File: config.mk
export PLATFORM = sky130hd
export DESIGN_NAME = specificity_metric_engine_unit
export DESIGN_NICKNAME = d
export VERILOG_FILES = /design/src/sv/sme_pkg.sv /design/src/sv/sme_divider.sv /design/src/sv/specificity_metric_engine_unit.sv
export SDC_FILE = /design/constraint.sdc
export NUM_CORES = 2
export LEC_CHECK = 0
export BUFFER_PORTS_ARGS = -buffer_cell sky130_fd_sc_hd__clkbuf_2
export CELL_PAD_IN_SITES_DETAIL_PLACEMENT = 1
export CELL_PAD_IN_SITES_GLOBAL_PLACEMENT = 2
export CORE_MARGIN = 5
export CORE_UTILIZATION = 47
export DETAILED_ROUTE_END_ITERATION = 8
export MAX_ROUTING_LAYER = met4
export PLACE_DENSITY_LB_ADDON = 0.1
export SLEW_MARGIN = 20
export SYNTH_ARGS = -nofsm -noshare
export SYNTH_HDL_FRONTEND = slang
export SYNTH_SLANG_ARGS = --single-unit
File: constraint.sdc
create_clock -name clk -period 12.6 [get_ports clk]
set_input_delay 1.26 -clock clk [delete_from_list [all_inputs] [get_ports clk]]
set_output_delay 1.26 -clock clk [all_outputs]
set_load 0.02 [all_outputs]
File: src/sv/sme_pkg.sv
// Package with the shared types and constants of the specificity engine.
`timescale 1ns / 1ps
package sme_pkg;
  localparam int MaxClasses = 16;
  localparam int CountWidth = 32;
  localparam int ClassW = 4;
  localparam int RatioW = 17;
  localparam int SumW = CountWidth + ClassW + 1;

  typedef struct packed {
    logic [ClassW-1:0] actual_class;
    logic [ClassW-1:0] predicted_class;
    logic              end_of_set;
  } in_word_t;

  typedef struct packed {
    logic [ClassW-1:0] class_index;
    logic [RatioW-1:0] specificity_value;
    logic              last_result;
  } out_word_t;

  typedef enum logic {
    CFG_CLASS_COUNT    = 1'b0,
    CFG_AGGREGATE_MODE = 1'b1
  } cfg_idx_t;

  typedef struct packed {
    logic            start;
    logic [SumW-1:0] num;
    logic [SumW-1:0] den;
  } div_req_t;
endpackage

File: src/sv/sme_divider.sv
// Restoring divider producing one quotient bit per cycle.
`timescale 1ns / 1ps
module sme_divider
  import sme_pkg::*;
(
  input  logic              clk,
  input  logic              rst_n,
  input  sme_pkg::div_req_t req,
  output logic              done,
  output logic [sme_pkg::RatioW-1:0] quot
);
  logic [SumW:0]         rem_r;
  logic [SumW-1:0]       den_r;
  logic [RatioW-1:0]     q_r;
  logic [4:0]            cnt_r;
  logic                  busy_r;
  logic                  ge;
  logic [SumW:0]         sub;

  assign ge = rem_r >= {1'b0, den_r};
  assign sub = ge ? rem_r - {1'b0, den_r} : rem_r;
  assign quot = q_r;
  assign done = busy_r && (cnt_r == 5'd0);

  always_ff @(posedge clk) begin
    if (!rst_n) begin
      busy_r <= 1'b0;
      cnt_r  <= 5'd0;
    end else if (req.start) begin
      busy_r <= 1'b1;
      cnt_r  <= 5'(RatioW);
      rem_r  <= {1'b0, req.num};
      den_r  <= req.den;
      q_r    <= '0;
    end else if (busy_r) begin
      if (cnt_r == 5'd0) begin
        busy_r <= 1'b0;
        if (den_r == '0) q_r <= '0;
      end else begin
        cnt_r <= cnt_r - 5'd1;
        q_r   <= {q_r[RatioW-2:0], ge};
        rem_r <= {sub[SumW-1:0], 1'b0};
      end
    end
  end
endmodule

File: src/sv/specificity_metric_engine_unit.sv
// Top level of the specificity engine: counters, sweep sequencer and output register.
// While idle (input stall low), a sample without end_of_set is counted, one sample per cycle.
// On end_of_set, each class passes through terms, divider start, the divider and output load,
// in that order; in aggregate mode the terms of all k classes are summed before one division.
// Input stall is high during the sweep. Synchronous active-low reset clears all
// counters and sets class_count to 2 and aggregate_mode to 0.
`timescale 1ns / 1ps
module specificity_metric_engine_unit
(
  input  logic                 clk,
  input  logic                 rst_n,
  input  logic                 in_valid,
  output logic                 in_stall,
  input  sme_pkg::in_word_t    in_data,
  output logic                 out_valid,
  input  logic                 out_stall,
  output sme_pkg::out_word_t   out_data,
  input  logic                 cfg_valid,
  output logic                 cfg_ready,
  input  logic [0:0]           cfg_index,
  input  logic [4:0]           cfg_data
);
  import sme_pkg::*;

  typedef enum logic [2:0] {S_IDLE, S_TERM, S_ACC, S_DIV, S_WAIT, S_OUT} state_t;

  localparam logic [CountWidth-1:0] CMax = '1;

  state_t state_r;
  logic [4:0] class_count_r;
  logic aggregate_r;
  logic [CountWidth-1:0] tp_r [MaxClasses];
  logic [CountWidth-1:0] ac_r [MaxClasses];
  logic [CountWidth-1:0] pc_r [MaxClasses];
  logic [CountWidth-1:0] tot_r;
  logic [ClassW-1:0] idx_r;
  logic [SumW-1:0] tn_r, fp_r;
  logic [CountWidth-1:0] tn_c, fp_c;
  logic [CountWidth+1:0] t_wide;
  logic [4:0] k;
  logic [ClassW-1:0] k_last;
  logic hit, in_acc, last_idx;
  div_req_t req;
  logic div_done;
  logic [RatioW-1:0] quot;
  logic out_valid_r;
  out_word_t out_r;

  sme_divider u_div (.clk(clk), .rst_n(rst_n), .req(req), .done(div_done), .quot(quot));

  always_comb begin
    k = class_count_r;
    if (k == 5'd0) k = 5'd1;
    if (k > 5'(MaxClasses)) k = 5'(MaxClasses);
  end
  assign k_last = ClassW'(k - 5'd1);
  assign last_idx = idx_r == k_last;

  assign in_stall = state_r != S_IDLE;
  assign in_acc = in_valid && !in_stall;
  assign hit = ({1'b0, in_data.actual_class} < k) && ({1'b0, in_data.predicted_class} < k);
  assign cfg_ready = 1'b1;
  assign out_valid = out_valid_r;
  assign out_data = out_r;

  always_comb begin
    t_wide = {2'b0, tot_r} - {2'b0, ac_r[idx_r]} - {2'b0, pc_r[idx_r]}
             + {2'b0, tp_r[idx_r]};
    tn_c = t_wide[CountWidth+1] ? '0 : t_wide[CountWidth-1:0];
    fp_c = (pc_r[idx_r] > tp_r[idx_r]) ? pc_r[idx_r] - tp_r[idx_r] : '0;
  end

  always_comb begin
    req.start = state_r == S_DIV;
    req.num = tn_r;
    req.den = tn_r + fp_r;
  end

  always_ff @(posedge clk) begin
    if (!rst_n) begin
      state_r <= S_IDLE;
      class_count_r <= 5'd2;
      aggregate_r <= 1'b0;
      out_valid_r <= 1'b0;
      idx_r <= '0;
      tot_r <= '0;
      for (int i = 0; i < MaxClasses; i++) begin
        tp_r[i] <= '0;
        ac_r[i] <= '0;
        pc_r[i] <= '0;
      end
    end else begin
      if (out_valid_r && !out_stall) out_valid_r <= 1'b0;
      if (cfg_valid && cfg_ready) begin
        unique case (cfg_idx_t'(cfg_index))
          CFG_CLASS_COUNT:    class_count_r <= cfg_data;
          CFG_AGGREGATE_MODE: aggregate_r <= cfg_data[0];
          default: ;
        endcase
      end
      unique case (state_r)
        S_IDLE: begin
          if (in_acc) begin
            if (hit) begin
              if (ac_r[in_data.actual_class] != CMax)
                ac_r[in_data.actual_class] <= ac_r[in_data.actual_class] + 1'b1;
              if (pc_r[in_data.predicted_class] != CMax)
                pc_r[in_data.predicted_class] <= pc_r[in_data.predicted_class] + 1'b1;
              if (in_data.actual_class == in_data.predicted_class &&
                  tp_r[in_data.actual_class] != CMax)
                tp_r[in_data.actual_class] <= tp_r[in_data.actual_class] + 1'b1;
              if (tot_r != CMax) tot_r <= tot_r + 1'b1;
            end
            if (in_data.end_of_set) begin
              idx_r <= '0;
              tn_r <= '0;
              fp_r <= '0;
              state_r <= aggregate_r ? S_ACC : S_TERM;
            end
          end
        end
        S_TERM: begin
          tn_r <= SumW'(tn_c);
          fp_r <= SumW'(fp_c);
          state_r <= S_DIV;
        end
        S_ACC: begin
          tn_r <= tn_r + SumW'(tn_c);
          fp_r <= fp_r + SumW'(fp_c);
          if (last_idx) state_r <= S_DIV;
          else idx_r <= idx_r + 1'b1;
        end
        S_DIV: state_r <= S_WAIT;
        S_WAIT: begin
          if (div_done) state_r <= S_OUT;
        end
        S_OUT: begin
          if (!out_valid_r || !out_stall) begin
            out_valid_r <= 1'b1;
            out_r.class_index <= aggregate_r ? '0 : idx_r;
            out_r.specificity_value <= quot;
            out_r.last_result <= aggregate_r || last_idx;
            if (aggregate_r || last_idx) begin
              state_r <= S_IDLE;
              idx_r <= '0;
              tot_r <= '0;
              for (int i = 0; i < MaxClasses; i++) begin
                tp_r[i] <= '0;
                ac_r[i] <= '0;
                pc_r[i] <= '0;
              end
            end else begin
              idx_r <= idx_r + 1'b1;
              state_r <= S_TERM;
            end
          end
        end
        default: state_r <= S_IDLE;
      endcase
    end
  end
endmodule
Word-level counts from Yosys, hierarchy flattened
Memory sizes are Yosys's and may differ from the RTL's. A register that Yosys moved wholly into a read port is not among the register bits.
Cells that the tools add are included.
{ "word_totals": {"n_memories": 3, "output_inout_bits": 25, "ram_bits": 1536, "input_bits": 20, "regBits": 240, "elab_cells": 280} }
{ "classes": {"bitwise_logic": 51, "muxes": 131, "n_reduce_logical": 35, "eq_ne": 22, "magnitude_cmp": 5, "add_sub_neg": 15} }
{ "memory_table": {"columns": ["memory", "words", "width", "rd", "rd_clocked_by_memory_dff", "write_ports", "line", "rtl"], "rows": [
  ["ac_r", 16, 32, 2, 1, 16, "specificity_metric_engine_unit.sv:33", "logic [CountWidth-1:0] ac_r [MaxClasses];"],
  ["pc_r", 16, 32, 2, 1, 16, "specificity_metric_engine_unit.sv:34", "logic [CountWidth-1:0] pc_r [MaxClasses];"],
  ["tp_r", 16, 32, 2, 1, 16, "specificity_metric_engine_unit.sv:32", "logic [CountWidth-1:0] tp_r [MaxClasses];"]
]} }
{ "ops": {"columns": ["cell", "count"], "rows": [
  ["32-bit two-way mux", 58],
  ["37-bit one-hot mux with 3 select lines", 2],
  ["37-bit two-way mux", 4],
  ["32-bit by 1-bit adder with 32-bit output, second input constant", 4],
  ["32-bit != test, second input constant", 4],
  ["32-bit OR reduction", 3],
  ["38-bit two-way mux", 2],
  ["37-bit by 32-bit adder with 37-bit output", 2],
  ["32-bit one-hot mux with 2 select lines", 1],
  ["4-bit two-way mux", 14],
  ["17-bit two-way mux", 3],
  ["1-bit OR", 48],
  ["38-bit by 37-bit >= comparator with 1-bit output", 1],
  ["37-bit adder", 1],
  ["37-bit zero test", 1],
  ["37-bit subtractor", 1],
  ["34-bit by 32-bit adder with 34-bit output", 1],
  ["1-bit two-way mux", 34],
  ["33-bit by 33-bit subtractor with 34-bit output", 1],
  ["32-bit by 32-bit subtractor with 33-bit output", 1],
  ["32-bit greater-than comparator", 1],
  ["32-bit subtractor", 1],
  ["5-bit two-way mux", 5],
  ["2-bit != test, second input constant", 10],
  ["other kinds (28)", 56]
]} }

Depth between registers and ports, before layout
{ "depth": {"ltp_word": 14, "mapped_depth": 49, "ltp_nobuf": 43} }

Hierarchy
A second synthesis with hierarchy kept.
{ "hier_totals": {"hier_cells": 7553, "area_unflattened_um2": 100988.1} }
{ "modules_own_cells": {"columns": ["module", "cells_each", "seq_area_each_um2", "n_inst", "area_per_inst_um2"], "rows": [
  ["specificity_metric_engine_unit", 6914, 50008.0, 1, 94702.1],
  ["sme_divider", 639, 2882.8, 1, 6286.0]
]} }

Worst setup path before layout
OpenSTA, ideal clock, no wires.
{ "synth_path": {"kind": "reg2reg", "from": "register with a tool-made name", "to": "register tn_r[36] (data pin)", "path_buffers": 6, "stages_incl_launch_ff": 50, "path_slack_ns": 1.904, "required_ns": 12.469, "period_less_slack_ns": 10.696, "setup_ns": 0.131, "t_arrival_ns": 10.565, "cell_sequence": "dfxtp_1 -> clkbuf_1 -> buf_1 -> buf_1 -> mux4_2 -> mux4_2 -> ha_1 -> inv_1 -> fa_1 -> a21o_1 -> a21oi_1 -> o21bai_1 -> a21o_1 -> a21oi_1 -> o21ai_0 -> a221oi_1 -> o21ai_0 -> a211oi_1 -> [14 not listed] -> clkbuf_1 -> and2_1 -> ha_1 -> inv_1 -> fa_1 -> nand2b_1 -> a21o_1 -> nand3_1 -> nand2_1 -> a31oi_1 -> a211o_1 -> a21oi_1 -> a21oi_1 -> a31oi_1 -> a211o_1 -> o211ai_1 -> or4_1 -> nand2_1"} }
{ "synth_rtl": {"columns": ["element", "line", "rtl"], "rows": [
  ["to (signal assigned)", "specificity_metric_engine_unit.sv:123", "tn_r <= SumW'(tn_c);"],
  ["to (signal assigned)", "specificity_metric_engine_unit.sv:128", "tn_r <= tn_r + SumW'(tn_c);"],
  ["to (decl)", "specificity_metric_engine_unit.sv:37", "logic [SumW-1:0] tn_r, fp_r;"]
]} }

==> summary.md <==
| Metric | Value |
|---|---|
| Max-cap viol count | `0` |
| CTS root buf | `clkbuf_16` |
| Global-route wire length before repair | `between 500000 and 600000 µm` |
| Synth Area per Inst | `~14 µm²` |
| 1st-iter DRT viols | `around 7000` |
| Period utilization | `92.7%` |
| Clk pwr share | `35.2%` |
| DRT antenna net count | `0` |
| Tot GR Track Use | `approximately a third` |
| Die footprint | `about 230000 µm²` |
| Number of global-route vias before repair | `70361` |
| Fill count | `20860` |
| Total power | `0.0165 W` |
| GP Congestion | `0.850` |
| Most used DFF post-synth | `edfxtp_1` |
| Outcome | `completed` |
| CTS max path bufs | `3` |
| Crit path DAT | `12.20 ns` |
| Yosys reg bits | `1780` |
| CTS tree | `done` |
| I/O Pins | `45` |
| Asr flop ratio synth | `0%` |
| WL final | `roughly 350000 µm` |
| CP peak stage delay | `slightly below 0.8 ns` |
| Netlist cell types | `95` |
| Power share of the sequential group | `between 40% and 50%` |
| Area leader, netlist | `edfxtp_1` |
| Synth-to-Final Area Change | `9.41%` |
| CP Class | `reg -> reg` |
| Worst EP required | `13.12 ns` |
| CP max stage cell | `dfxtp_4` |
| Mapped Cells | `~7500` |
| CP startpoint kind | `register` |
| R2r setup slk | `0.92 ns` |
| Unrepaired setup endpoints after global routing | `false` |
| Switch share | `a little under a third` |
| Total Negative Setup Slacks | `0 ns` |
| Largest net degree at the start of global routing | `117` |
| Max-slew violation count | `0` |
| Synthesized Nets | `7794` |
| Worst-path clk slew | `0.06 ns` |
| Max VDD drop | `143 µV` |
| Clock latency at the later pin of the worst-skew pair | `0.87 ns` |
| GR Overflow Total | `0` |
| Most frequent cell after synthesis | `edfxtp_1` |
| Setup crit end kind | `register` |
| Yosys Warn Count | `0` |
| Top cell type's share of synthesized area | `50.9%` |
| Final min period | `11.68 ns` |
| Final hold vios | `0` |
| P_int | `0.0115 W` |
| Fin nets | `between 7000 and 8000` |
| Comb power frac | `between 20 and 25%` |
| Pwr/cell area | `149 nW/µm²` |
| Setup Skew | `0.0768 ns` |
| Hold Path Stages | `0` |
| Worst-case reg-to-reg path depth | `44` |
| Post-synth EDFFs | `1724` |
| Port bufs | `43` |
| Actual slew at the worst max-slew pin | `1.09 ns` |
| Chip width | `475 µm` |
| Post-CTS Hold Buffers | `0` |
| Commonest cells post-synth | `1724 x edfxtp_1, 1716 x nor2_1, 879 x mux4_2` |
| P_sw | `between 0.005 and 0.006 W` |
| H-tree Lvls | `4` |
| CTS sink count | `1780` |
| Detailed-route DRC error count | `0` |
| Vias | `67493` |
| Die Span Y | `~480 µm` |
| End of the worst hold path | `out_data[17]` |
| Initial Util | `between 40 and 50%` |
| CP max FO | `40` |
| Post-synthesis sequential area ratio | `between 50 and 60%` |
| Synth Cell Area | `102000 µm²` |
| DP Cell Count | `10026` |
| Vias/cell | `6.49` |
| HP Start | `u_div.quot[16]` |
| Slew margin rel. | `27.2%` |
| Initial antenna violation count | `4` |
| P_leak | `39.0 nW` |
| Dominant cells by area after synthesis | `edfxtp_1 51%, mux4_2 19%, nor2_1 6.3%` |
| Routed WL per cell | `33.5 µm` |
| Pre-antenna DRT Iters | `6` |
| Final setup violating endpoints | `0` |
| Worst reg2reg endpoint | `tn_r[30]` |
| Cell mode on critical path | `a21oi_1` |
| CORE AREA | `215000 µm²` |
| Type of the tightest min-delay check | `reg -> reg` |
| Non-Filler Instances | `10404` |
| Ratio of cells with drive above 1 in the final layout | `22.3%` |
| Rows | `170` |
| Post-DP HPWL | `210000 µm` |
| Fmax | `0.0856 GHz` |
| CTS buffer count | `200` |
-- cell usage in the layout (no fill, tap or decap), types with 77 or more instances in the layout --
cell,synthesis,routed
a21o_1,113,113
a21oi_1,277,276
buf_4,15,179
clkbuf_16,0,202
edfxtp_1,1724,1724
ha_1,243,243
inv_1,211,211
mux4_1,77,77
mux4_2,879,879
nand2_1,269,184
nor2_1,1716,1714
nor2_2,88,90
o21ai_0,124,123
xnor2_1,174,167
xor2_1,151,114
-- registers in the layout, summed over array words and instances, names as in the netlist, named ones only --
name / count
class_count_r: 5
tp_r: 512
out_data: 22
state_r: 3
ac_r: 512
tn_r: 37
u_div.rem_r: 38
u_div.den_r: 37
u_div.cnt_r: 5
idx_r: 4
fp_r: 37
tot_r: 32
aggregate_r: 1
u_div.busy_r: 1
u_div.quot: 17
out_valid: 1
pc_r: 512
-- layer usage --
layer	GRT usage [%]	vias up	wire [µm]
li1	-	28265	-
met1	41.3	35741	139000
met2	51.8	2846	171000
met3	4.74	641	25800
met4	9.80	0	12500
met5	-	-	0
-- cell families after synthesis --
family                     after synthesis  share of synthesized area (%)
AOI/OAI and AO/OA                      793                           4.97
xor gates and xnor gates               327                           2.83
adders and majority gates              286                           3.79
buffers and inverters                  746                           3.65
DFF                                   1780                           52.0
muxes                                  980                           21.7
other                                    1                        0.00369
and+or+nand+nor                       2580                           11.0
-- area by class of cell --
class	count	area [µm²]	area share (%)
diodes	4	10.0	0.00899
clock buffers	242	5200	4.68
clock inverters	131	1210	1.08
inverters	211	792	0.712
multi-input cells	4967	45800	41.2
flip-flops and latches	1780	52900	47.5
well taps	2838	3550	3.19
repair buffers	231	1820	1.63
-- worst max-delay path, delay by kind of cell (launching register included) --
kind                     cells  cell delay, ns
AND/OR/NAND/NOR             12            1.70
XOR/XNOR                     2            0.33
multiplexers                 2            0.87
buffers and inverters        4            0.88
adder cells (fa/ha/maj)      5            1.68
flip-flops                   1            0.77
AO/OA/AOI/OAI               19            5.04
-- worst max-delay path by stage --
| stage | endpoint | slack [ns] | depth (start not counted) |
|---|---|---|---|
| floorplan | tn_r[36] | 1.90 | 49 |
| global placement | tn_r[36] | 0.78 | 43 |
| detailed placement | tn_r[30] | 0.77 | 43 |
| CTS | tn_r[30] | 0.70 | 43 |
| global route | tn_r[30] | 0.03 | 44 |
| finish | tn_r[30] | 0.92 | 44 |
-- timing repair --
item                                    CTS  global route
endpoints found under the setup margin    0             4
setup buffers                             0             1
resized for setup                         0             1
-- per-stage QoR --
stage	util [%]	area [µm²]	hold slack, ns	setup slack (ns)
2_1_floorplan	-	102000	0.400	1.90
3_3_place_gp	48.6	105000	0.406	0.784
3_5_place_dp	48.7	105000	0.423	0.769
4_1_cts	51.7	111000	0.441	0.697
5_1_grt	51.8	111000	0.457	0.0274
6_report	51.8	111000	0.441	0.922
-- power by group through the flow --
stage	clock network [W]	registers (W)	logic [W]
CTS	0.00590	0.00699	0.00372
detailed placement	0	0.00711	0.00370
floorplan	0	0.00699	0.00265
finish	0.00582	0.00698	0.00374
global route	0.00616	0.00701	0.00404
global placement	0	0.00709	0.00364
(Power assumes the default switching activity.)
